<file path="src/rtl/core/calibration_table_interpolator_unit_defines.svh">
// ----------------------------------------------------------------------------
// Calibration table interpolator - assertion macros
// Immediate-implication and next-cycle-implication checks on clk / arst_n.
// ----------------------------------------------------------------------------
`ifndef CALIBRATION_TABLE_INTERPOLATOR_UNIT_DEFINES_SVH
`define CALIBRATION_TABLE_INTERPOLATOR_UNIT_DEFINES_SVH

// pre holds -> post holds in the same cycle
`define CTI_AST_NOW(lbl, pre, post, msg) \
	lbl: assert property (@(posedge clk) disable iff (!arst_n) (pre) |-> (post)) \
		else $error(msg);

// pre holds -> post holds in the next cycle
`define CTI_AST_NEXT(lbl, pre, post, msg) \
	lbl: assert property (@(posedge clk) disable iff (!arst_n) (pre) |=> (post)) \
		else $error(msg);

`endif

</file>
<file path="src/rtl/core/cti_pkg.sv">
// ----------------------------------------------------------------------------
// cti_pkg
// Types and constants of the calibration table interpolator.
// ----------------------------------------------------------------------------
package cti_pkg;

	localparam int CHANNELS  = 4;
	localparam int POINTS    = 16;
	localparam int CH_W      = $clog2(CHANNELS);
	localparam int PT_W      = $clog2(POINTS);
	localparam int ENTRIES   = CHANNELS * POINTS;
	localparam int ADDR_W    = CH_W + PT_W;

	localparam int ADC_W     = 12;
	localparam int MA_W      = 16;
	localparam int PTS_W     = 5;
	localparam logic [PTS_W-1:0] PTS_RESET = PTS_W'(13);
	localparam logic [PTS_W-1:0] PTS_MIN   = PTS_W'(2);
	localparam logic [PTS_W-1:0] PTS_MAX   = PTS_W'(POINTS);

	localparam int NUM_W     = ADC_W + MA_W;
	localparam int DIV_STEPS = NUM_W / 2;
	localparam int CNT_W     = $clog2(DIV_STEPS + 1);

	typedef enum logic {
		MODE_LOAD    = 1'b0,
		MODE_CONVERT = 1'b1
	} mode_t;

	typedef struct packed {
		mode_t              mode;
		logic [1:0]         channel;
		logic [3:0]         point_index;
		logic [ADC_W-1:0]   point_adc;
		logic [MA_W-1:0]    point_ma;
		logic [ADC_W-1:0]   raw_sample;
	} cti_req_t;

	typedef struct packed {
		logic [1:0]         result_channel;
		logic [MA_W-1:0]    current_ma;
	} cti_res_t;

	typedef struct packed {
		logic [ADC_W-1:0]   adc;
		logic [MA_W-1:0]    ma;
	} cti_point_t;

	typedef enum logic [2:0] {
		ST_IDLE,
		ST_FIRST,
		ST_LAST,
		ST_SCAN,
		ST_MUL,
		ST_DIV,
		ST_FIN
	} cti_state_t;

endpackage

</file>
<file path="src/rtl/core/calibration_table_interpolator_unit.sv">
// ----------------------------------------------------------------------------
// calibration_table_interpolator_unit
// Per-channel piecewise-linear calibration lookup over a point table in RAM.
// ----------------------------------------------------------------------------
//  port group     direction  handshake           payload
//  request        in         start / busy        req  (cti_req_t)
//  result         out        done (1-cycle)      res  (cti_res_t)
//  config         in         cfg_we              cfg_wdata (points in use)
//
//  Load requests write the table in the accept cycle; busy never rises.
//  Convert: reads the first and last points and clamps to an end point;
//  else scans segments (1 to 15) with one table read per cycle, then runs
//  a 2-bit-per-cycle divider unless the segment is zero-width or no segment
//  holds the sample. No clearing pass after reset; done cannot stall.
// ----------------------------------------------------------------------------
`include "calibration_table_interpolator_unit_defines.svh"

module calibration_table_interpolator_unit (
	input  logic                     clk,
	input  logic                     arst_n,
	input  logic                     start,
	output logic                     busy,
	input  cti_pkg::cti_req_t        req,
	input  logic                     cfg_we,
	input  logic [cti_pkg::PTS_W-1:0] cfg_wdata,
	output logic                     done,
	output cti_pkg::cti_res_t        res
);
	import cti_pkg::*;

	cti_state_t          state_q, state_d;
	logic [PTS_W-1:0]    pts_q;
	logic                done_q;
	cti_res_t            res_q;

	cti_point_t          cal_mem [ENTRIES];
	cti_point_t          rd_data_q;
	logic [ADDR_W-1:0]   rd_addr;

	cti_point_t          lo_q;
	logic [CH_W-1:0]     ch_q;
	logic [PT_W-1:0]     last_q;
	logic [PT_W-1:0]     idx_q;
	logic [ADC_W-1:0]    raw_q;
	logic [ADC_W-1:0]    pos_q;
	logic [ADC_W-1:0]    dx_q;
	logic [MA_W-1:0]     dy_q;
	logic                neg_q;
	logic [NUM_W-1:0]    num_q;
	logic [ADC_W:0]      rem_q;
	logic [CNT_W-1:0]    cnt_q;

	logic                accept, conv_acc, load_acc;
	logic [PTS_W-1:0]    n_pts;
	logic                below_first, above_last, seg_hit, seg_zero, scan_end, div_last;
	logic                emit;
	logic [MA_W-1:0]     emit_ma;
	logic [NUM_W-1:0]    div_num_d;
	logic [ADC_W:0]      div_rem_d;
	logic signed [NUM_W+1:0] sum;

	assign busy     = (state_q != ST_IDLE);
	assign accept   = start && !busy;
	assign conv_acc = accept && (req.mode == MODE_CONVERT);
	assign load_acc = accept && (req.mode == MODE_LOAD);

	always_comb begin
		if (pts_q < PTS_MIN)
			n_pts = PTS_MIN;
		else if (pts_q > PTS_MAX)
			n_pts = PTS_MAX;
		else
			n_pts = pts_q;
	end

	assign below_first = (raw_q <= lo_q.adc);
	assign above_last  = (raw_q >= rd_data_q.adc);
	assign seg_hit     = (raw_q >= lo_q.adc) && (raw_q <= rd_data_q.adc);
	assign seg_zero    = (rd_data_q.adc == lo_q.adc);
	assign scan_end    = (idx_q == last_q);
	assign div_last    = (cnt_q == CNT_W'(1));

	// restoring divider, two quotient bits per cycle
	always_comb begin
		logic [ADC_W:0] trial;
		div_num_d = num_q;
		div_rem_d = rem_q;
		for (int k = 0; k < 2; k++) begin
			trial     = {div_rem_d[ADC_W-1:0], div_num_d[NUM_W-1]};
			div_num_d = {div_num_d[NUM_W-2:0], 1'b0};
			if (trial >= {1'b0, dx_q}) begin
				div_rem_d    = trial - {1'b0, dx_q};
				div_num_d[0] = 1'b1;
			end else begin
				div_rem_d = trial;
			end
		end
	end

	always_comb begin
		if (neg_q)
			sum = $signed({{(NUM_W+2-MA_W){1'b0}}, lo_q.ma}) - $signed({2'b00, num_q});
		else
			sum = $signed({{(NUM_W+2-MA_W){1'b0}}, lo_q.ma}) + $signed({2'b00, num_q});
	end

	// next state
	always_comb begin
		state_d = state_q;
		unique case (state_q)
			ST_IDLE:  if (conv_acc) state_d = ST_FIRST;
			ST_FIRST: state_d = ST_LAST;
			ST_LAST: begin
				if (below_first || above_last)
					state_d = ST_IDLE;
				else
					state_d = ST_SCAN;
			end
			ST_SCAN: begin
				if (seg_hit)
					state_d = seg_zero ? ST_IDLE : ST_MUL;
				else if (scan_end)
					state_d = ST_IDLE;
			end
			ST_MUL:   state_d = ST_DIV;
			ST_DIV:   if (div_last) state_d = ST_FIN;
			ST_FIN:   state_d = ST_IDLE;
			default:  state_d = ST_IDLE;
		endcase
	end

	// outputs: table read address and result emission
	always_comb begin
		rd_addr = {ch_q, idx_q};
		emit    = 1'b0;
		emit_ma = '0;
		unique case (state_q)
			ST_IDLE:  rd_addr = {req.channel[CH_W-1:0], PT_W'(0)};
			ST_FIRST: rd_addr = {ch_q, last_q};
			ST_LAST: begin
				rd_addr = {ch_q, PT_W'(1)};
				if (below_first) begin
					emit    = 1'b1;
					emit_ma = lo_q.ma;
				end else if (above_last) begin
					emit    = 1'b1;
					emit_ma = rd_data_q.ma;
				end
			end
			ST_SCAN: begin
				rd_addr = {ch_q, idx_q + PT_W'(1)};
				if (seg_hit) begin
					emit    = seg_zero;
					emit_ma = lo_q.ma;
				end else if (scan_end) begin
					emit    = 1'b1;
					emit_ma = '0;
				end
			end
			ST_FIN: begin
				emit = 1'b1;
				if (sum < 0)
					emit_ma = '0;
				else if (sum > $signed((NUM_W+2)'({MA_W{1'b1}})))
					emit_ma = '1;
				else
					emit_ma = sum[MA_W-1:0];
			end
			default: ;
		endcase
	end

	always_ff @(posedge clk or negedge arst_n) begin
		if (!arst_n) begin
			state_q <= ST_IDLE;
			pts_q   <= PTS_RESET;
			done_q  <= 1'b0;
		end else begin
			state_q <= state_d;
			done_q  <= emit;
			if (cfg_we)
				pts_q <= cfg_wdata;
		end
	end

	// table RAM; only one request in flight, so a load never meets a read it affects
	always_ff @(posedge clk) begin
		if (load_acc)
			cal_mem[{req.channel[CH_W-1:0], req.point_index[PT_W-1:0]}] <=
				'{adc: req.point_adc, ma: req.point_ma};
		rd_data_q <= cal_mem[rd_addr];
	end

	always_ff @(posedge clk) begin
		if (emit)
			res_q <= '{result_channel: 2'(ch_q), current_ma: emit_ma};
		unique case (state_q)
			ST_IDLE: begin
				if (conv_acc) begin
					ch_q   <= req.channel[CH_W-1:0];
					raw_q  <= req.raw_sample;
					last_q <= PT_W'(n_pts - PTS_W'(1));
				end
			end
			ST_FIRST: lo_q <= rd_data_q;
			ST_LAST:  idx_q <= PT_W'(1);
			ST_SCAN: begin
				if (seg_hit) begin
					pos_q <= raw_q - lo_q.adc;
					dx_q  <= rd_data_q.adc - lo_q.adc;
					neg_q <= (rd_data_q.ma < lo_q.ma);
					dy_q  <= (rd_data_q.ma < lo_q.ma) ? (lo_q.ma - rd_data_q.ma)
					                                  : (rd_data_q.ma - lo_q.ma);
				end else begin
					lo_q  <= rd_data_q;
					idx_q <= idx_q + PT_W'(1);
				end
			end
			ST_MUL: begin
				num_q <= NUM_W'(pos_q) * NUM_W'(dy_q);
				rem_q <= '0;
				cnt_q <= CNT_W'(DIV_STEPS);
			end
			ST_DIV: begin
				num_q <= div_num_d;
				rem_q <= div_rem_d;
				cnt_q <= cnt_q - CNT_W'(1);
			end
			default: ;
		endcase
	end

	assign done = done_q;
	assign res  = res_q;

	`CTI_AST_NOW(a_done_idle, done, !busy, "result strobe while busy")
	`CTI_AST_NEXT(a_conv_busy, start && !busy && req.mode == MODE_CONVERT, busy, "convert not taken")
	`CTI_AST_NEXT(a_load_quiet, start && !busy && req.mode == MODE_LOAD, !done, "load gave a result")
	`CTI_AST_NOW(a_div_count, state_q == ST_DIV, cnt_q != '0, "divider count ran out")

endmodule
</file>
<file path="config.mk">
export PLATFORM = sky130hd
export DESIGN_NAME = calibration_table_interpolator_unit
export DESIGN_NICKNAME = d
export VERILOG_FILES = /design/src/rtl/core/cti_pkg.sv /design/src/rtl/core/calibration_table_interpolator_unit.sv
export VERILOG_INCLUDE_DIRS = /design/src /design/src/rtl/core
export SDC_FILE = /design/constraint.sdc
export NUM_CORES = 2
export LEC_CHECK = 0
export BUFFER_PORTS_ARGS = -buffer_cell sky130_fd_sc_hd__clkbuf_2
export CAP_MARGIN = 20
export CORE_ASPECT_RATIO = 1.1
export CORE_UTILIZATION = 50
export CTS_BUF_LIST = sky130_fd_sc_hd__clkbuf_4
export CTS_CLUSTER_SIZE = 12
export DETAILED_ROUTE_END_ITERATION = 12
export PLACE_DENSITY = 0.65
export RECOVER_POWER = 50
export SYNTH_ARGS = -nofsm -noshare
export SYNTH_HDL_FRONTEND = slang
export SYNTH_SLANG_ARGS = --single-unit
</file>
<file path="constraint.sdc">
create_clock -name clk -period 6.6 [get_ports clk]
set_clock_uncertainty 0.1 [all_clocks]
set_input_delay 0.33 -clock clk [delete_from_list [all_inputs] [get_ports clk]]
set_output_delay 0.33 -clock clk [all_outputs]
set_load 0.1 [all_outputs]
</file>
==> flow_results.org <==
** Global routing
- Wire length of the first global-routing pass :: 338000 µm
- Via count of the first global-routing pass :: about 52000
- Largest net degree at the start of global routing :: 78
- For this run, the total global-route usage over all layers was measured as 0.262.
- Initial antenna violation count :: 16
- Remaining global-route overflow :: 0

** Die
- The core region is 174000 µm².
- Pin placement for this block handled 76 I/O pins.
- Measured along the x axis, the die boundary spans 401 µm.
- Starting density of the core :: 0.506
- Overall die height :: 441 µm
- Row count :: 160
- Total die area :: 177000 µm²

** Timing
- Fmax :: 160 MHz
- Smallest hold slack :: 0.182 ns
- The count of final hold-check violations came to 0.
- Dividing the final minimum period by the clock period gives 0.949.
- Measured against its own limit, the worst slew margin works out to -1.46.
- Setup repair after global routing missed its margin :: false
- After routing, the total negative slack on setup checks comes to 0 ns.
- Min Clock Period, post-route :: 6.26 ns
- Setup violations remaining at the end of the flow were counted as 0.
- Actual transition at the worst max-transition pin :: 3.69 ns
- The number of pins exceeding their max-slew limit in the final report was 1867.

** Synth
- After synthesis, the mean cell area works out to 16.7 µm².
- Yosys mapped the design onto 76 distinct sky130hd cell types.
- Among all cell types in the netlist, the one instantiated most often is edfxtp_1.
- In the synthesized netlist the dominant register cell turns out to be edfxtp_1.
- Mapped Nets :: between 5000 and 6000
- Counting flops and latches in the post-synthesis netlist gives 1982.
- Yosys warns :: 0
- Synthesis produced a netlist whose cell count is 5243.
- The synthesized design contains approximately 1900 enable-type register cells.
- Syn Std Cell Area :: ~90000 µm²
- In the synthesized netlist, the cells that appear most often are 1945 x edfxtp_1, 484 x nand2_1, 448 x mux4_2, 324 x inv_1, 196 x clkbuf_1.
- Share of async-settable or async-resettable flops after synthesis :: 0.00454
- Fraction of the yosys area taken by sequential cells :: 0.675
- The share of synthesized area in the top cell type comes to 0.666.
- In the post-synthesis netlist, the biggest area contributors are edfxtp_1 67%, mux4_2 11%, fa_1 3.4%.
- Summed over all instances, the cell type with the most area after synthesis is edfxtp_1.

** Route
- Dividing the detail-routed wire length by the instance count gives around 27 µm.
- For this block, wires on met1 add up to 88200 µm.
- Uppermost layer routed :: met5
- The count of nets left with antenna violations once routing finished came out at 0.
- Summed over all nets, wire length on met3 after detailed routing comes to 16200 µm.
- Detailed routing placed a total of between 100000 and 150000 µm of wire on met2.
- # DRC :: 0
- DRC marker count from the first detailed-route iteration :: 4773
- Number of vias after detailed routing :: 50500
- For this run, the detailed router's first-pass iteration total came to 6.
- Final Routed Wirelength :: 230000 µm
- Dividing the detail-routed via count by the number of cells gives roughly 6.

** Clock network
- For the worst-skew pair, the clock arrives at the later sink with an insertion delay of 1.46 ns.
- After clock tree synthesis, the clock-pin slew on the worst setup and hold paths is 0.07 ns.
- Maximum level of the CTS H-tree :: 5
- Clock tree root buffer cell :: clkbuf_4
- Inserted Clock Buffers :: 493
- CTS saw 1982 sinks.
- TritonCTS built the clock tree.
- Maximum buffer depth of the clock tree :: 4

** Layout
- The filler cells instantiated in the layout total 13500.
- Synth-to-layout area growth :: 12.8%
- Design Area, Final :: between 90000 and 100000 µm²
- Count of nets after finishing :: 6237
- Ratio of cells with drive above 1 in the final layout :: 0.241
- Once layout is complete, the utilization of the core stands at 0.570.

** Power
- Power consumption :: 42.3 mW
- The analysis attributes to cell leakage a power of around 35 nW.
- Power density over the cells :: 427 nW/µm²
- IR drop worst, VDD :: 0.000813 V

** Setup path
- The setup path with the least slack is of type flop to flop.
- Data arrives at the worst endpoint at between 7 and 8 ns.
- Critical path launch point type :: flop
- Required time at the worst-slack endpoint :: around 7.6 ns
- Along the worst path, the maximum fanout reaches 16.
- STA classifies the critical path endpoint as a flop.

** Job
- Number of violations of the max-capacitance limit :: 29

** Placement
- Input and output buffers added on the ports amount to 75.
- Placement-stage cell area :: slightly above 90000 µm²
- RD Place Congestion :: 0.871
- The wire-length estimate of the detail-placed layout is 136000 µm.

** Outcome
- The checks that failed: capacitance limit, slew limit.
- Run status :: finished, violations left

** Hold path
- The path class of the tightest hold or removal check is input pin to flop.
[critical path, stage by stage, from the launching register on]
cell and delay [ns]:
edfxtp_1 0.74, nand2_1 0.18, fa_1 0.45, fa_1 0.47
fa_1 0.57, inv_1 0.05, fa_1 0.48, inv_1 0.05
fa_1 0.47, inv_1 0.05, ha_1 0.35, nand3_1 0.08
o21ai_0 0.45, a21oi_1 0.25, a311oi_1 0.63, a21oi_1 0.17
o21ai_0 0.24, xnor2_1 0.15, a21oi_1 0.08
[per-layer routing]
layer | GRT usage | vias to the layer above
met2 | 0.449 | 2105
met3 | 0.0473 | 426
li1 | - | 21900
met4 | 0.106 | 4
met5 | 0 | -
met1 | 0.331 | 26000
[stage by stage]
stage | cells | setup slack (ns)
6_report | 8465 | 0.338
5_1_grt | 8458 | 0.0226
4_1_cts | 8437 | 0.131
3_5_place_dp | 7476 | 0.146
3_3_place_gp | 7473 | 0.158
2_1_floorplan | 5243 | 0.955
[worst paths after layout]
kind / slack, ns / endpoint / start / depth (start not counted)
worst max-delay path: 0.34 / num_q[25] / pos_q[7] / 18
worst min-delay path: 0.18 / cal_mem[18][16] / req[40] / 4
worst max register to register: 0.34 / num_q[25] / pos_q[7] / 18
worst min register to register: 0.36 / res[17] / ch_q[1] / 0
max in group asynchronous: 5.40 / pts_q[1] / arst_n / 4
min in group asynchronous: 0.60 / state_q[0] / arst_n / 4
[state kept, by name (all words and copies together), names as in the netlist, 16 cells and up]
register,count
cal_mem,1792
lo_q,28
rd_data_q,28
dy_q,16
res,18
num_q,28
[layout make-up]
cell class	instances	area, µm²	area share
Clock inverter	137	624	0.00631
Tap cell	2268	2840	0.0287
Inverter	325	1220	0.0123
Antenna cell	12	30.0	0.000303
Multi-Input combinational cell	2664	26700	0.269
Sequential cell	1982	59200	0.598
Clock buffer	702	5270	0.0532
Timing Repair Buffer	375	3180	0.0321
[cell families (layout without fill, tap and decap cells)]
group / count (synthesis) / in the layout / share of synthesized area
and+or+nand+nor: 1029 / 1029 / 0.0543
buffers and inverters: 597 / 1539 / 0.0265
DFF: 1982 / 1982 / 0.675
AOI/OAI and AO/OA: 727 / 727 / 0.0559
muxes: 479 / 479 / 0.119
xor gates and xnor gates: 89 / 89 / 0.00888
adders and majority gates: 340 / 340 / 0.0611
other: 0 / 12 / 0
[cell usage in the layout (no fill, tap or decap), types with 23 or more instances in the layout]
cell type and instances:
edfxtp_1 1945, clkbuf_4 702, nand2_1 484, mux4_2 448, inv_1 324, ha_1 192
and2_1 179, a21oi_1 169, a211oi_1 149, fa_1 148, dlygate4sd3_1 122, buf_4 118
clkinv_1 111, nor2_1 105, o21ai_0 91, a31oi_1 75, xnor2_1 67, a311oi_1 58
clkbuf_2 53, clkbuf_1 52, nor3_1 40, a21o_1 40, nor2_4 34, nor2b_1 31
nor2_2 29, dfxtp_1 28, buf_12 25, nand2b_1 23, nand3_1 23
[what timing repair did]
item | in CTS | in global routing
hold endpoints to repair | 2788 | 0
setup buffers | 0 | 11
gates resized for setup | 0 | 2
hold buffers | 122 | 0
setup endpoints to repair | 0 | 5
[power by group]
group          internal, mW  leakage [nW]  switching [mW]  total [mW]
Clock                  4.96          3.54            4.80        9.76
Combinational          7.16          13.2            10.4        17.6
Sequential             14.5          17.8           0.468        15.0
Total                  26.6          34.6            15.7        42.3
Note: power is estimated with default switching activity, not from simulation.
